$ cat src/h264nal_pkg.sv
// Shared types and constants of the H.264 Annex B NAL unit splitter.
package h264nal_pkg;

    localparam int LEN_BITS_DEF = 24;
    localparam int QUEUE_AW_DEF = 2;

    localparam int          CFG_W         = 24;
    localparam int          OUT_LEN_W     = 24;
    localparam logic [23:0] MAX_LEN_RESET = 24'd100000;
    localparam logic [23:0] OUT_LEN_MAX   = 24'hFF_FFFF;

    localparam logic [2:0] SC_LEN3 = 3'd3;
    localparam logic [2:0] SC_LEN4 = 3'd4;

    localparam logic [7:0] BYTE_ZERO = 8'h00;
    localparam logic [7:0] BYTE_ONE  = 8'h01;

    typedef struct packed {
        logic [31:0] unit_index;
        logic [31:0] start_offset;
        logic [2:0]  code_len;
        logic [7:0]  hdr_byte;
        logic        final_rec;
    } t_rec_hdr;

    localparam int REC_HDR_W = $bits(t_rec_hdr);

endpackage

$ cat src/h264nal_front.sv
// Start code detection and per-unit bookkeeping, one stream byte per beat.
module h264nal_front
    import h264nal_pkg::*;
#(
    parameter int LEN_BITS = LEN_BITS_DEF
) (
    input  logic                          i_clk,
    input  logic                          i_rst_n,
    input  logic                          i_valid,
    input  logic [7:0]                    i_data_byte,
    input  logic                          i_end_of_stream,
    input  logic                          i_full,
    output logic                          o_push,
    output logic [REC_HDR_W+LEN_BITS-1:0] o_rec
);

    logic [1:0]          r_zero_run,   n_zero_run;
    logic                r_in_unit,    n_in_unit;
    logic                r_hdr_pending, n_hdr_pending;
    logic [7:0]          r_hdr_byte,   n_hdr_byte;
    logic [31:0]         r_pos,        n_pos;
    logic [31:0]         r_unit_start, n_unit_start;
    logic [2:0]          r_code_len,   n_code_len;
    logic [LEN_BITS-1:0] r_unit_len,   n_unit_len;
    logic [31:0]         r_count,      n_count;

    logic                accept;
    logic                code_hit;
    logic [2:0]          code;
    logic                rec_ok;
    t_rec_hdr            rec_hdr;
    logic [LEN_BITS-1:0] rec_len;

    function automatic logic [LEN_BITS-1:0] f_sat_add(
        input logic [LEN_BITS-1:0] a,
        input logic [2:0]          b
    );
        logic [LEN_BITS:0] s;
        s = {1'b0, a} + (LEN_BITS+1)'(b);
        return s[LEN_BITS] ? {LEN_BITS{1'b1}} : s[LEN_BITS-1:0];
    endfunction

    assign accept   = i_valid && !i_full;
    assign code_hit = (i_data_byte == BYTE_ONE) && r_zero_run[1];
    assign code     = (r_zero_run == 2'd3) ? SC_LEN4 : SC_LEN3;

    always_comb begin
        n_zero_run    = r_zero_run;
        n_in_unit     = r_in_unit;
        n_hdr_pending = 1'b0;
        n_hdr_byte    = r_hdr_pending ? i_data_byte : r_hdr_byte;
        n_pos         = r_pos + 32'd1;
        n_unit_start  = r_unit_start;
        n_code_len    = r_code_len;
        n_unit_len    = r_unit_len;
        n_count       = r_count;
        rec_ok        = 1'b0;
        rec_hdr       = '{unit_index: r_count, start_offset: r_unit_start,
                          code_len: r_code_len, hdr_byte: n_hdr_byte,
                          final_rec: i_end_of_stream};
        rec_len       = r_unit_len;

        if (i_data_byte == BYTE_ZERO) begin
            if (r_zero_run == 2'd3) begin
                if (r_in_unit) begin
                    n_unit_len = f_sat_add(r_unit_len, 3'd1);
                end
            end else begin
                n_zero_run = r_zero_run + 2'd1;
            end
        end else if (code_hit) begin
            if (r_in_unit) begin
                rec_ok  = 1'b1;
                n_count = r_count + 32'd1;
            end
            n_in_unit     = 1'b1;
            n_unit_start  = r_pos - ((code == SC_LEN4) ? 32'd3 : 32'd2);
            n_code_len    = code;
            n_unit_len    = '0;
            n_hdr_pending = 1'b1;
            n_hdr_byte    = BYTE_ZERO;
            n_zero_run    = 2'd0;
        end else begin
            if (r_in_unit) begin
                n_unit_len = f_sat_add(r_unit_len, {1'b0, r_zero_run} + 3'd1);
            end
            n_zero_run = 2'd0;
        end

        if (i_end_of_stream && !rec_ok && n_in_unit) begin
            rec_ok  = 1'b1;
            rec_hdr = '{unit_index: n_count, start_offset: n_unit_start,
                        code_len: n_code_len, hdr_byte: n_hdr_byte,
                        final_rec: 1'b1};
            rec_len = f_sat_add(n_unit_len, {1'b0, n_zero_run});
        end
    end

    assign o_push = accept && rec_ok;
    assign o_rec  = {rec_hdr, rec_len};

    always_ff @(posedge i_clk) begin
        if (!i_rst_n || (accept && i_end_of_stream)) begin
            r_zero_run    <= 2'd0;
            r_in_unit     <= 1'b0;
            r_hdr_pending <= 1'b0;
            r_hdr_byte    <= BYTE_ZERO;
            r_pos         <= '0;
            r_unit_start  <= '0;
            r_code_len    <= SC_LEN3;
            r_unit_len    <= '0;
            r_count       <= '0;
        end else if (accept) begin
            r_zero_run    <= n_zero_run;
            r_in_unit     <= n_in_unit;
            r_hdr_pending <= n_hdr_pending;
            r_hdr_byte    <= n_hdr_byte;
            r_pos         <= n_pos;
            r_unit_start  <= n_unit_start;
            r_code_len    <= n_code_len;
            r_unit_len    <= n_unit_len;
            r_count       <= n_count;
        end
    end

endmodule

$ cat src/h264nal_fifo.sv
// Short record queue between the byte front end and the output stage.
module h264nal_fifo
    import h264nal_pkg::*;
#(
    parameter int WIDTH = REC_HDR_W + LEN_BITS_DEF,
    parameter int AW    = QUEUE_AW_DEF
) (
    input  logic             i_clk,
    input  logic             i_rst_n,
    input  logic             i_push,
    input  logic [WIDTH-1:0] i_data,
    input  logic             i_pop,
    output logic             o_full,
    output logic             o_valid,
    output logic [WIDTH-1:0] o_data
);

    localparam int DEPTH = 1 << AW;

    logic [WIDTH-1:0] r_mem [DEPTH];
    logic [AW-1:0]    r_wr;
    logic [AW-1:0]    r_rd;
    logic [AW:0]      r_cnt;
    logic             do_push;
    logic             do_pop;

    assign o_full  = (r_cnt == (AW+1)'(DEPTH));
    assign o_valid = (r_cnt != '0);
    assign o_data  = r_mem[r_rd];
    assign do_push = i_push && !o_full;
    assign do_pop  = i_pop && o_valid;

    always_ff @(posedge i_clk) begin
        if (do_push) begin
            r_mem[r_wr] <= i_data;
        end
    end

    always_ff @(posedge i_clk) begin
        if (!i_rst_n) begin
            r_wr  <= '0;
            r_rd  <= '0;
            r_cnt <= '0;
        end else begin
            if (do_push) begin
                r_wr <= r_wr + AW'(1);
            end
            if (do_pop) begin
                r_rd <= r_rd + AW'(1);
            end
            unique case ({do_push, do_pop})
                2'b10:   r_cnt <= r_cnt + (AW+1)'(1);
                2'b01:   r_cnt <= r_cnt - (AW+1)'(1);
                default: r_cnt <= r_cnt;
            endcase
        end
    end

endmodule

$ cat src/h264nal_back.sv
// Output stage: limit register, header split, length clamp and oversize flag.
module h264nal_back
    import h264nal_pkg::*;
#(
    parameter int LEN_BITS = LEN_BITS_DEF
) (
    input  logic                          i_clk,
    input  logic                          i_rst_n,
    input  logic                          i_cfg_wr,
    input  logic [CFG_W-1:0]              i_cfg_data,
    input  logic                          i_q_valid,
    input  logic [REC_HDR_W+LEN_BITS-1:0] i_q_data,
    output logic                          o_q_pop,
    output logic                          o_out_valid,
    input  logic                          i_out_stall,
    output logic [31:0]                   o_unit_index,
    output logic [31:0]                   o_start_offset,
    output logic [2:0]                    o_start_code_len,
    output logic                          o_fzero_bit,
    output logic [1:0]                    o_ref_idc,
    output logic [4:0]                    o_unit_type,
    output logic [OUT_LEN_W-1:0]          o_payload_len,
    output logic                          o_oversize,
    output logic                          o_stream_final
);

    localparam int CMP_W = (LEN_BITS > OUT_LEN_W) ? LEN_BITS : OUT_LEN_W;

    logic [CFG_W-1:0]    r_max_len;
    logic                r_valid;
    t_rec_hdr            r_hdr;
    logic [OUT_LEN_W-1:0] r_plen;
    logic                r_over;

    t_rec_hdr            q_hdr;
    logic [LEN_BITS-1:0] q_len;
    logic [CMP_W-1:0]    len_x;
    logic                load;

    assign q_hdr = t_rec_hdr'(i_q_data[REC_HDR_W+LEN_BITS-1:LEN_BITS]);
    assign q_len = i_q_data[LEN_BITS-1:0];
    assign len_x = CMP_W'(q_len);
    assign load  = i_q_valid && (!r_valid || !i_out_stall);
    assign o_q_pop = load;

    always_ff @(posedge i_clk) begin
        if (!i_rst_n) begin
            r_max_len <= MAX_LEN_RESET;
        end else if (i_cfg_wr) begin
            r_max_len <= i_cfg_data;
        end
    end

    always_ff @(posedge i_clk) begin
        if (!i_rst_n) begin
            r_valid <= 1'b0;
        end else if (load) begin
            r_valid <= 1'b1;
        end else if (!i_out_stall) begin
            r_valid <= 1'b0;
        end
    end

    always_ff @(posedge i_clk) begin
        if (load) begin
            r_hdr  <= q_hdr;
            r_plen <= (len_x > CMP_W'(OUT_LEN_MAX)) ? OUT_LEN_MAX : len_x[OUT_LEN_W-1:0];
            r_over <= (len_x > CMP_W'(r_max_len));
        end
    end

    assign o_out_valid      = r_valid;
    assign o_unit_index     = r_hdr.unit_index;
    assign o_start_offset   = r_hdr.start_offset;
    assign o_start_code_len = r_hdr.code_len;
    assign o_fzero_bit      = r_hdr.hdr_byte[7];
    assign o_ref_idc        = r_hdr.hdr_byte[6:5];
    assign o_unit_type      = r_hdr.hdr_byte[4:0];
    assign o_payload_len    = r_plen;
    assign o_oversize       = r_over;
    assign o_stream_final   = r_hdr.final_rec;

endmodule

$ cat src/h264_nal_unit_splitter.sv
// Top level of the H.264 Annex B NAL unit splitter.
//
//  channel   direction  handshake               payload
//  in        sink       i_in_valid/o_in_stall   i_data_byte, i_end_of_stream
//  out       source     o_out_valid/i_out_stall unit record fields
//  cfg       sink       i_cfg_valid/o_cfg_ready i_cfg_data (max_payload_len)
//
// One byte per cycle while o_in_stall is low; the record of a unit is written into
// the queue with the byte that ends it, then loaded into the output register. The
// front end sets throughput with its byte update. Reset is synchronous and clears
// all stream state; the limit returns to 100000. An output stall fills the record
// queue and raises o_in_stall; every byte then waits until the queue frees a slot.
module h264_nal_unit_splitter
    import h264nal_pkg::*;
#(
    parameter int LEN_BITS = LEN_BITS_DEF,
    parameter int QUEUE_AW = QUEUE_AW_DEF
) (
    input  logic                 i_clk,
    input  logic                 i_rst_n,
    input  logic                 i_in_valid,
    output logic                 o_in_stall,
    input  logic [7:0]           i_data_byte,
    input  logic                 i_end_of_stream,
    input  logic                 i_cfg_valid,
    output logic                 o_cfg_ready,
    input  logic [CFG_W-1:0]     i_cfg_data,
    output logic                 o_out_valid,
    input  logic                 i_out_stall,
    output logic [31:0]          o_unit_index,
    output logic [31:0]          o_start_offset,
    output logic [2:0]           o_start_code_len,
    output logic                 o_fzero_bit,
    output logic [1:0]           o_ref_idc,
    output logic [4:0]           o_unit_type,
    output logic [OUT_LEN_W-1:0] o_payload_len,
    output logic                 o_oversize,
    output logic                 o_stream_final
);

    localparam int REC_W = REC_HDR_W + LEN_BITS;

    logic             q_full;
    logic             q_push;
    logic [REC_W-1:0] q_wdata;
    logic             q_valid;
    logic [REC_W-1:0] q_rdata;
    logic             q_pop;

    assign o_cfg_ready = 1'b1;
    assign o_in_stall  = q_full;

    h264nal_front #(
        .LEN_BITS(LEN_BITS)
    ) u_front (
        .i_clk          (i_clk),
        .i_rst_n        (i_rst_n),
        .i_valid        (i_in_valid),
        .i_data_byte    (i_data_byte),
        .i_end_of_stream(i_end_of_stream),
        .i_full         (q_full),
        .o_push         (q_push),
        .o_rec          (q_wdata)
    );

    h264nal_fifo #(
        .WIDTH(REC_W),
        .AW   (QUEUE_AW)
    ) u_fifo (
        .i_clk  (i_clk),
        .i_rst_n(i_rst_n),
        .i_push (q_push),
        .i_data (q_wdata),
        .i_pop  (q_pop),
        .o_full (q_full),
        .o_valid(q_valid),
        .o_data (q_rdata)
    );

    h264nal_back #(
        .LEN_BITS(LEN_BITS)
    ) u_back (
        .i_clk           (i_clk),
        .i_rst_n         (i_rst_n),
        .i_cfg_wr        (i_cfg_valid && o_cfg_ready),
        .i_cfg_data      (i_cfg_data),
        .i_q_valid       (q_valid),
        .i_q_data        (q_rdata),
        .o_q_pop         (q_pop),
        .o_out_valid     (o_out_valid),
        .i_out_stall     (i_out_stall),
        .o_unit_index    (o_unit_index),
        .o_start_offset  (o_start_offset),
        .o_start_code_len(o_start_code_len),
        .o_fzero_bit     (o_fzero_bit),
        .o_ref_idc       (o_ref_idc),
        .o_unit_type     (o_unit_type),
        .o_payload_len   (o_payload_len),
        .o_oversize      (o_oversize),
        .o_stream_final  (o_stream_final)
    );

endmodule

$ cat config.mk
export PLATFORM = sky130hd
export DESIGN_NAME = h264_nal_unit_splitter
export DESIGN_NICKNAME = d
export VERILOG_FILES = /design/src/h264nal_pkg.sv /design/src/h264nal_front.sv /design/src/h264nal_fifo.sv /design/src/h264nal_back.sv /design/src/h264_nal_unit_splitter.sv
export SDC_FILE = /design/constraint.sdc
export NUM_CORES = 1
export LEC_CHECK = 0
export BUFFER_PORTS_ARGS = -buffer_cell sky130_fd_sc_hd__buf_2
export CAP_MARGIN = 30
export CORE_UTILIZATION = 40
export CTS_CLUSTER_DIAMETER = 100
export CTS_CLUSTER_SIZE = 40
export DETAILED_ROUTE_END_ITERATION = 10
export SKIP_CTS_REPAIR_TIMING = 1
export SYNTH_ARGS = -nofsm -noshare
export SYNTH_HDL_FRONTEND = slang
export SYNTH_SLANG_ARGS = --single-unit
$ cat constraint.sdc
create_clock -name i_clk -period 12.6 [get_ports i_clk]
set_clock_uncertainty 0.15 [all_clocks]
set_input_delay 0.63 -clock i_clk [delete_from_list [all_inputs] [get_ports i_clk]]
set_output_delay 0.63 -clock i_clk [all_outputs]
set_load 0.05 [all_outputs]
== Yosys cells after proc, flatten, opt, wreduce, memory -nomap -nowiden ==
Memory sizes are Yosys's and may differ from the RTL's. A register that Yosys moved wholly into a read port is not among the register bits.
Index checks and enable logic that the tools add are counted.
Widths: inputs -> output; s select.

* Word-level logic and storage cells: 101
* Memories kept: 1
* Bits in registers: 268
* Output and inout bits: 104
* Bits in writable memories: 400

{| class="wikitable"
|+ Memory list
! memory !! depth !! width !! read ports !! clocked after memory_dff !! write ports !! RTL line !! text
|-
| u_fifo.r_mem || 4 || 100 || 1 || 1 || 1 || h264nal_fifo.sv:20 || <nowiki>logic [WIDTH-1:0] r_mem [DEPTH];</nowiki>
|}

* Reductions and logical operators: 19
* Eq/ne operators: 7
* Order comparisons: 2
* Muxes and demuxes: 39
* $add $sub $neg: 12

{| class="wikitable"
|+ Operators with widths
! cell !! number
|-
| $mux 24 || 9
|-
| $mux 32 || 5
|-
| $mux 76 || 1
|-
| $add 32x1->32 const B || 2
|-
| $sub 32x32->32 || 1
|-
| $add 24x1->25 const B || 1
|-
| $add 24x2->25 || 1
|-
| $add 24x3->25 || 1
|-
| $gt 24x24->1 || 1
|-
| $gt 24x24->1 const B || 1
|-
| $mux 8 || 3
|-
| $mux 1 || 13
|-
| $logic_and 1x1->1 || 9
|-
| $mux 3 || 3
|-
| $eq 8x1->1 const B || 1
|-
| $logic_not 8->1 || 1
|-
| $mux 2 || 4
|-
| $add 2x1->2 const B || 3
|-
| $eq 3x3->1 const B || 2
|-
| $pmux 3 s2 || 1
|-
| $logic_not 1->1 || 5
|-
| $eq 2x2->1 const B || 2
|-
| $add 2x1->3 const B || 1
|-
| $add 3x1->3 const B || 1
|-
| other kinds (6) || 7
|}

== Longest topological paths before layout ==
Gate-level depths: netlist of the first run.

* Depth after elaboration: 12
* Depth in mapped cells: 17
* Gate-level depth less buffers: 15

== Hierarchy ==
A second synthesis of the first run with hierarchy kept.

* Cells, all modules: 2113
* Area, all modules: 28904.0 µm²

{| class="wikitable"
|+ Modules (own cells, without submodules)
! module !! times used !! cells each !! area each (µm²) !! seq. area each (µm²)
|-
| h264nal_fifo || 1 || 574 || 15019.4 || 12191.7
|-
| h264nal_front || 1 || 1247 || 9218.8 || 2702.6
|-
| h264nal_back || 1 || 290 || 4654.5 || 3533.4
|-
| h264_nal_unit_splitter || 1 || 2 || 11.3 || 0.0
|}

== Worst setup path before layout of the first run ==
Ideal clock, no wire load.

* Kind: input-to-reg
* Start: input i_out_stall
* End: register u_fifo.r_cnt[2]
* Library setup time: 0.076 ns
* Stages: 7
* Arrival time: 7.430 ns
* Slack: 4.944 ns
* Required time: 12.374 ns
* Path through: a21oi_1 -> ha_1 -> inv_1 -> fa_1 -> xor2_1 -> or3_1 -> a21boi_0

* Word-level cells in the longest chain between the ends: 6

{| class="wikitable"
|+ RTL lines
! item !! RTL line !! text
|-
| from (decl) || h264_nal_unit_splitter.sv:29 || <nowiki>input logic i_out_stall,</nowiki>
|-
| $logic_not 1->1 (*) || h264nal_back.sv:43 || <nowiki>assign load = i_q_valid && (!r_valid || !i_out_stall);</nowiki>
|-
| $logic_or 1x1->1 (*) || h264nal_back.sv:43 ||
|-
| $logic_and 1x1->1 (*) || h264nal_back.sv:43 ||
|-
| $logic_and 1x1->1 (*) || h264nal_fifo.sv:31 || <nowiki>assign do_pop = i_pop && o_valid;</nowiki>
|-
| $eq 2x1->1 or $eq 2x2->1 (tied branches) || h264nal_fifo.sv:51 || <nowiki>unique case ({do_push, do_pop})</nowiki>
|-
| $pmux 3 s2 or $reduce_bool 2->1 (tied branches) || -- ||
|-
| to (signal assigned) || h264nal_fifo.sv:52 || <nowiki>2'b10: r_cnt <= r_cnt + (AW+1)'(1);</nowiki>
|-
| to (signal assigned) || h264nal_fifo.sv:53 || <nowiki>2'b01: r_cnt <= r_cnt - (AW+1)'(1);</nowiki>
|-
| to (signal assigned) || h264nal_fifo.sv:54 || <nowiki>default: r_cnt <= r_cnt;</nowiki>
|-
| to (decl) || h264nal_fifo.sv:23 || <nowiki>logic [AW:0] r_cnt;</nowiki>
|}

Every way passes the cells marked *; elsewhere a longest branch is shown, timed or not.
A chain may end at the register's enable or synchronous reset.

== Worst setup path in the final report of the first run ==
* Start: register u_front.r_unit_len[3]
* End: memory u_fifo.r_mem[3][20] (netlist name), data pin

* Word-level cells in the longest chain between the ends: 8

{| class="wikitable"
|+ RTL lines
! item !! RTL line !! text
|-
| from (decl) || h264nal_front.sv:24 || <nowiki>logic [LEN_BITS-1:0] r_unit_len, n_unit_len;</nowiki>
|-
| from (signal assigned) || h264nal_front.sv:121 || <nowiki>r_unit_len <= n_unit_len;</nowiki>
|-
| $add 24x3->25 or $add 24x1->25 (tied branches) || h264nal_front.sv:39 || <nowiki>s = {1'b0, a} + (LEN_BITS+1)'(b);</nowiki>
|-
| $mux 24 || h264nal_front.sv:40 || <nowiki>return s[LEN_BITS] ? {LEN_BITS{1'b1}} : s[LEN_BITS-1:0];</nowiki>
|-
| $mux 24 (on tied branches) || h264nal_front.sv:84, h264nal_front.sv:65 ||
|-
| $mux 24 (on tied branches) || h264nal_front.sv:71, h264nal_front.sv:64 ||
|-
| $mux 24 (*) || h264nal_front.sv:63 || <nowiki>if (i_data_byte == BYTE_ZERO) begin</nowiki>
|-
| via u_front.n_unit_len[0] || h264nal_front.sv:24 ||
|-
| $add 24x2->25 (*) || h264nal_front.sv:39 ||
|-
| $mux 24 (*) || h264nal_front.sv:40 ||
|-
| $mux 24 (*) || h264nal_front.sv:90 || <nowiki>if (i_end_of_stream && !rec_ok && n_in_unit) begin</nowiki>
|-
| via q_wdata[20] || h264_nal_unit_splitter.sv:45 || <nowiki>logic [REC_W-1:0] q_wdata;</nowiki>
|-
| to (decl) || h264nal_fifo.sv:20 ||
|}

The timed path passes the listed nets; every way through them passes the cells marked *.

==> impl_metrics.yaml, run 1 <==
sta:
  rsz0062_at_grt: "false"
  finalHoldViolCount: 0
  max_freq_mhz: 170
  period_minus_slack_ns: 5.89
  relSlewSlack: 0.313
  setup-tns-final_ns: 0
  maxSlewViolCount: 0
  setup_viol: 0
  setup_ws_ns: 6.71
  post-route-period-util: 0.467
  tightest_slew_ns: 1.02
worst_setup_path:
  crit_chain: "nand4_1, or4_4, or3_1, nand3_1, o21ai_0, o21bai_1, ha_1, fa_1, nand4_1, nor3_1, nand4_1, nor4_1, mux2_2, o21ai_0"
  crit_top_cell: "nand4_1"
  crit_buf_inv: 0
  reg2reg_slack_ns: 6.71
  worstSetupStartpointType: "flip-flop"
  crit_path_end_kind: "flip-flop"
  cp.required_ns: 12.82
  slowest_stage: "or4_4"
  crit_arrival_ns: 6.11
  cp_slowest_stage_delay_ns: 0.76
  crit_type: "flip-flop to flip-flop"
  worst-path-max-fanout: 13
  path_delay_family: "simple AND/OR/NAND/NOR gates"
synthesis:
  yosysWarnings: 0
  synthDistinctLibCells: 76
  synth_edf_count: 501
  async_flop_share: 0
  synth-seq-cells: 670
  syn_area_um2: 28900
  synth_ff_type: "edfxtp_1"
  syn_area_per_cell_um2: 13.8
  syn_inst: 2099
  yosysSeqAreaShare: 0.638
  syn_nets: 2178
power:
  power.switching_uw: 1790
  seq_power_share: 0.515
  intPower_uw: 3480
  power.density_nw_per_um2: 167
  p_sw_frac: 0.339
  p_leak_uw: 0.0101
  p_comb_frac: 0.262
  peakVddDrop_mv: 0.152
  p_clk_frac: 0.223
detailed_routing:
  wl_um: 64300
  viasPerCell: 5.48
  avgRoutedWirePerCell_um: 20.7
  dr.first_iter.drc_count: 1277
  drc: 0
  antenna_left: 0
  first_pass_iters: 7
  via_count: 17000
hold_path:
  hold_path.class: "input port to flip-flop"
clocking:
  path_clk_slew_ns: 0.13
  cts_max_level: 1
  clock_latency_ns: 0.63
  cts_buffers: 25
  cts_tree: "built"
  clockBufferDepth: 3
  cts_sinks: 670
  root_buffer: "clkbuf_16"
placed_design:
  port_buffers: 140
  gp_congestion: 0.913
  dp_hpwl_um: 42800
  dpl_worst_slack_ns: 6.82
die:
  rows: 98
  die_area_um2: 73300
  die_width_um: 271
  ios: 142
  core_um2: 71500
  die_h_um: 271
  start_util: 0.404
finish:
  nets: 2216
  drive_gt1_frac: 0.179
  area_growth_pct: 9.02
grt:
  overflow: 0
  grt_start_max_net_pins: 84
  antenna_found_initial: 2
  grt_pass1_wl_um: 101000
  grt_use_total: 0.175
  grt_pass1_vias: 17100
status:
  status: "finished, final reports clean"
job:
  drv_cap: 0
Yosys cell counts (8+ instances only):
cell	number	area share
edfxtp_1	501	0.52
nor2_1	223	0.029
dfxtp_1	169	0.12
mux4_2	123	0.096
clkbuf_1	112	0.015
nand2_1	105	0.014
a21oi_1	98	0.017
xor2_1	60	0.018
o21ai_0	52	0.0090
xnor2_1	49	0.015
inv_1	48	0.0062
nand3_1	46	0.0080
a211oi_1	43	0.011
ha_1	38	0.016
nand4_1	38	0.0082
nor3_1	32	0.0055
mux2i_1	29	0.010
or3_1	28	0.0061
buf_1	27	0.0035
nor2b_1	27	0.0058
a31oi_1	21	0.0045
buf_2	18	0.0031
nor4_1	17	0.0037
and3_1	15	0.0032
a22oi_1	14	0.0036
and2_1	13	0.0028
nand2b_1	12	0.0026
o211ai_1	12	0.0031
and4_1	10	0.0030
a21o_1	8	0.0021
metal layers:
layer	track usage	vias to the layer above	routed length, um
li1	-	7954	-
met1	0.242	8692	29600
met2	0.296	313	31200
met3	0.0166	71	2120
met4	0.0422	2	1380
met5	0	-	13
worst paths after layout:
path / endpoint / cells past startpoint / startpoint
setup / recovery: u_fifo.r_mem[3][20]$_DFFE_PP_ / 14 / u_front.r_unit_len[3]$_SDFFE_PP0P_
hold / removal: u_back.r_max_len[10]$_SDFFE_PN1P_ / 3 / i_cfg_data[10]
hold reg to reg: u_front.r_unit_start[2]$_SDFFE_PP0P_ / 2 / u_front.r_unit_start[2]$_SDFFE_PP0P_
setup reg to reg: u_fifo.r_mem[3][20]$_DFFE_PP_ / 14 / u_front.r_unit_len[3]$_SDFFE_PP0P_
registers in the layout (all words and copies together), names as in the netlist, 3 cells and up, named ones only:
| name | flops |
|---|---|
| u_back.o_payload_len | 24 |
| u_back.o_start_code_len | 3 |
| u_back.o_start_offset | 32 |
| u_back.o_unit_index | 32 |
| u_back.o_unit_type | 5 |
| u_back.r_max_len | 24 |
| u_fifo.r_cnt | 3 |
| u_fifo.r_mem | 400 |
| u_front.r_code_len | 3 |
| u_front.r_count | 32 |
| u_front.r_hdr_byte | 8 |
| u_front.r_pos | 32 |
| u_front.r_unit_len | 24 |
| u_front.r_unit_start | 32 |
worst reg2reg max path, cell delays in order (launching register included):
cell      delay, ns
dfxtp_1        0.62
nand4_1        0.60
or4_4          0.76
or3_1          0.42
nand3_1        0.10
o21ai_0        0.10
o21bai_1       0.24
ha_1           0.23
fa_1           0.24
nand4_1        0.17
nor3_1         0.52
nand4_1        0.31
nor4_1         0.44
mux2_2         0.38
o21ai_0        0.34
kinds of logic (layout without fill, tap and decap cells):
group	Yosys count	in the layout	share of synthesized area
xor gates and xnor gates	109	109	0.0331
DFF	670	670	0.638
adders and majority gates	41	41	0.0185
and+or+nand+nor	609	609	0.107
other	1	2	0.000130
buffers and inverters	211	268	0.0291
AOI/OAI and AO/OA	302	302	0.0668
muxes	156	156	0.108
stage by stage:
| step | std cells | hold WS [ns] | util | total power, uW | area (um^2) |
|---|---|---|---|---|---|
| final | 3107 | 0.0786 | 0.440 | 5270 | 31500 |
| after global routing | 3107 | 0.0597 | 0.440 | 5480 | 31500 |
| after CTS | 3106 | 0.0481 | 0.440 | 5340 | 31500 |
| after detailed placement | 3060 | 0.304 | 0.427 | 4170 | 30500 |
| after global placement | 3052 | 0.293 | 0.425 | 4140 | 30400 |
| after floorplan | 2099 | 0.284 | - | 3820 | 28900 |
final cells by class:
class                   count  area, um^2
fillers                  6423       40000
flip-flops and latches    670       18400
multi-input cells        1218        9670
well taps                 950        1190
repair buffers            174        1050
clock buffers              29         693
clock inverters            17         258
inverters                  48         180
diodes                      1        2.50
power by group through the flow:
stage / Sequential, uW / Clock [uW] / Combinational [uW]
after floorplan: 3240 / 0 / 579
after global placement: 2770 / 0 / 1370
after detailed placement: 2770 / 0 / 1400
after CTS: 2720 / 1210 / 1410
after global routing: 2740 / 1280 / 1470
final: 2720 / 1180 / 1380
cells in the final DEF, fill, tap and decap left out, types with 48 or more instances in the layout:
cell	instances
nand2_1	104
o21ai_0	52
xor2_1	60
buf_2	141
inv_1	48
nor2_1	221
dfxtp_1	167
mux4_2	123
edfxtp_1	501
a21oi_1	97
xnor2_1	49
Power figures use the tool's default switching activity.
==> inputs of run 2 (changes only) <==
- ABC_AREA: default -> 1
- clock period: 12.6 -> 5.9 ns (I/O delays scaled with it)
==> impl_metrics.yaml, run 2 <==
grt:
  grt_use_total: 0.193
  overflow: 0
  grt_pass1_vias: 20200
  grt_start_max_net_pins: 134
  grt_pass1_wl_um: 117000
  antenna_found_initial: 1
clocking:
  clock_latency_ns: 0.64
  cts_buffers: 27
  path_clk_slew_ns: 0.12
  clockBufferDepth: 3
  cts_sinks: 670
  cts_tree: "built"
  cts_max_level: 1
  root_buffer: "clkbuf_16"
finish:
  drive_gt1_frac: 0.105
  nets: 3226
  largest_register: "u_fifo.r_mem"
  mostFrequentLayoutCells: "edfxtp_1 (501), nor2_1 (419), nand2_1 (404)"
  largest_reg_flops: 400
  utilization: 0.446
  fill_cells: 7026
  final_cells: 4138
  final_common_cell: "edfxtp_1"
  area_growth_pct: 10.2
placed_design:
  dp_hpwl_um: 51000
  place_inst: 4048
  port_buffers: 140
  gp_congestion: 0.954
die:
  rows: 100
  ios: 142
  die_area_um2: 76800
  start_util: 0.405
  die_h_um: 277
  die_width_um: 277
  core_um2: 74700
synthesis:
  synthDistinctLibCells: 56
  syn_area_per_cell_um2: 9.81
  yosysSeqAreaShare: 0.609
  synth_ff_type: "edfxtp_1"
  synthTopCellsByArea: "edfxtp_1 (50%), dfxtp_1 (11%), o21ai_0 (5.9%)"
  synth_edf_count: 501
  synthTopCellsByCount: "edfxtp_1 (501), nor2_1 (425), nand2_1 (406), o21ai_0 (358), inv_1 (291)"
  synth_most_common_cell: "edfxtp_1"
  syn_area_um2: 30300
  synth-seq-cells: 670
  async_flop_share: 0
  yosysWarnings: 0
  syn_nets: 3164
  netlist.area_leader.share: 0.497
  yosys.area.top_type: "edfxtp_1"
  syn_inst: 3085
job:
  drv_cap: 0
sta:
  post-route-period-util: 0.719
  period_minus_slack_ns: 4.24
  rsz0062_at_grt: "false"
  maxSlewViolCount: 0
  relSlewSlack: 0.346
  finalHoldViolCount: 1
  holdWs_ns: -0.0308
  tightest_slew_ns: 0.971
  max_freq_mhz: 236
  setup_viol: 0
detailed_routing:
  antenna_left: 0
  first_pass_iters: 5
  drc: 0
  dr.first_iter.drc_count: 1977
  wl_um: 75700
  via_count: 21800
  viasPerCell: 5.26
  avgRoutedWirePerCell_um: 18.3
power:
  power.density_nw_per_um2: 376
  p_leak_uw: 0.0125
  p_sw_frac: 0.392
  intPower_uw: 7620
  peakVddDrop_mv: 0.383
  p_comb_frac: 0.318
  seq_power_share: 0.475
  p_clk_frac: 0.207
  power.switching_uw: 4920
hold_path:
  hold_path.class: "input port to flip-flop"
  hold_depth: 5
  holdPathEnd: "u_back.o_out_valid$_SDFFE_PN0P_"
  worstHoldStart: "i_out_stall"
worst_setup_path:
  cp_slowest_stage_delay_ns: 0.44
  crit_path_end_kind: "flip-flop"
  path_delay_family: "simple AND/OR/NAND/NOR gates"
  cp.required_ns: 6.11
  crit_top_cell: "nand2_1"
  crit_type: "flip-flop to flip-flop"
  r2r_start: "u_front.r_unit_len[0]$_SDFFE_PP0P_"
  slowest_stage: "dfxtp_1"
  r2r-end: "u_fifo.r_mem[1][19]$_DFFE_PP_"
  worst-path-max-fanout: 6
  crit_buf_inv: 2
  reg2reg_slack_ns: 1.66
  crit_chain: "inv_1, ha_1, fa_1, inv_1, nand2_1, nor2_1, a21oi_1, nand2_1, o211ai_1, a32oi_1, ha_1, a21oi_1, nor2_1, nand3_1, nor2_1, nand4_1, nand2_1, nand3_2, nand2_1, nand2_1"
  worstSetupStartpointType: "flip-flop"
  crit_arrival_ns: 4.45
  ff2ff_path_depth: 20
status:
  status: "finished with violations"
  violations: "negative hold slack"
==> run 2: per-stage QoR <==
step	worst slack (ns)	TNS, ns	area (um^2)	total power (uW)
detailed placement	1.68	0	31900	10100
floorplan	-0.363	-145.24	30300	8920
finish	1.66	0	33300	12500
global route	1.33	0	33300	13100
global placement	1.72	0	31800	10000
CTS	1.79	0	32900	12600
==> run 2: metal layers <==
layer	share of wire	track usage	vias up
met2	0.46	0.313	597
met5	0.00015	0	-
met1	0.46	0.276	10400
met3	0.055	0.0220	83
met4	0.018	0.0449	2
li1	-	-	10700
==> run 2: layout make-up <==
class	instances	area [um^2]	share of cell area
antenna	1	2.50	0.0000750
multi-input combinational	1936	10000	0.301
sequential	670	18400	0.553
tap	969	1210	0.0364
clock inverter	16	323	0.00968
clock buffer	34	723	0.0217
inverter	305	1150	0.0346
timing repair buffer	207	1460	0.0437
==> run 2: cells by family (layout without fill, tap and decap cells) <==
| group | count (synthesis) | count (layout) | synth area share |
|---|---|---|---|
| simple gates | 1128 | 1128 | 0.167 |
| compound gates | 694 | 694 | 0.125 |
| flops | 670 | 670 | 0.609 |
| buf+inv | 479 | 562 | 0.0615 |
| xor+xnor | 72 | 72 | 0.0208 |
| fa+ha+maj | 41 | 41 | 0.0177 |
| other cells | 1 | 2 | 0.000124 |
==> run 2: tightest hold or removal path: stages <==
cell     delay (ns)
buf_2          0.08
nand2_1        0.05
inv_1          0.13
o21ai_0        0.11
inv_1          0.05
==> run 2: how the worst max path moves through the flow <==
stage | depth (start not counted) | startpoint | to | slack [ns]
global placement | 11 | i_data_byte[0] | u_fifo.r_mem[3][59]$_DFFE_PP_ | 1.72
global route | 20 | u_front.r_unit_len[0]$_SDFFE_PP0P_ | u_fifo.r_mem[1][19]$_DFFE_PP_ | 1.33
finish | 20 | u_front.r_unit_len[0]$_SDFFE_PP0P_ | u_fifo.r_mem[1][19]$_DFFE_PP_ | 1.66
floorplan | 9 | i_data_byte[6] | u_fifo.r_mem[0][0]$_DFFE_PP_ | -0.36
detailed placement | 13 | i_data_byte[7] | u_fifo.r_mem[0][59]$_DFFE_PP_ | 1.68
CTS | 20 | u_front.r_unit_len[0]$_SDFFE_PP0P_ | u_fifo.r_mem[3][19]$_DFFE_PP_ | 1.79
==> run 2: power by group through the flow <==
stage                     registers (uW)  logic [uW]  clock network [uW]
after floorplan                     7270        1660                   0
after global placement              6060        3940                   0
after detailed placement            6070        3980                   0
after CTS                           5960        3990                2680
after global routing                6010        4320                2810
final                               5960        3990                2600
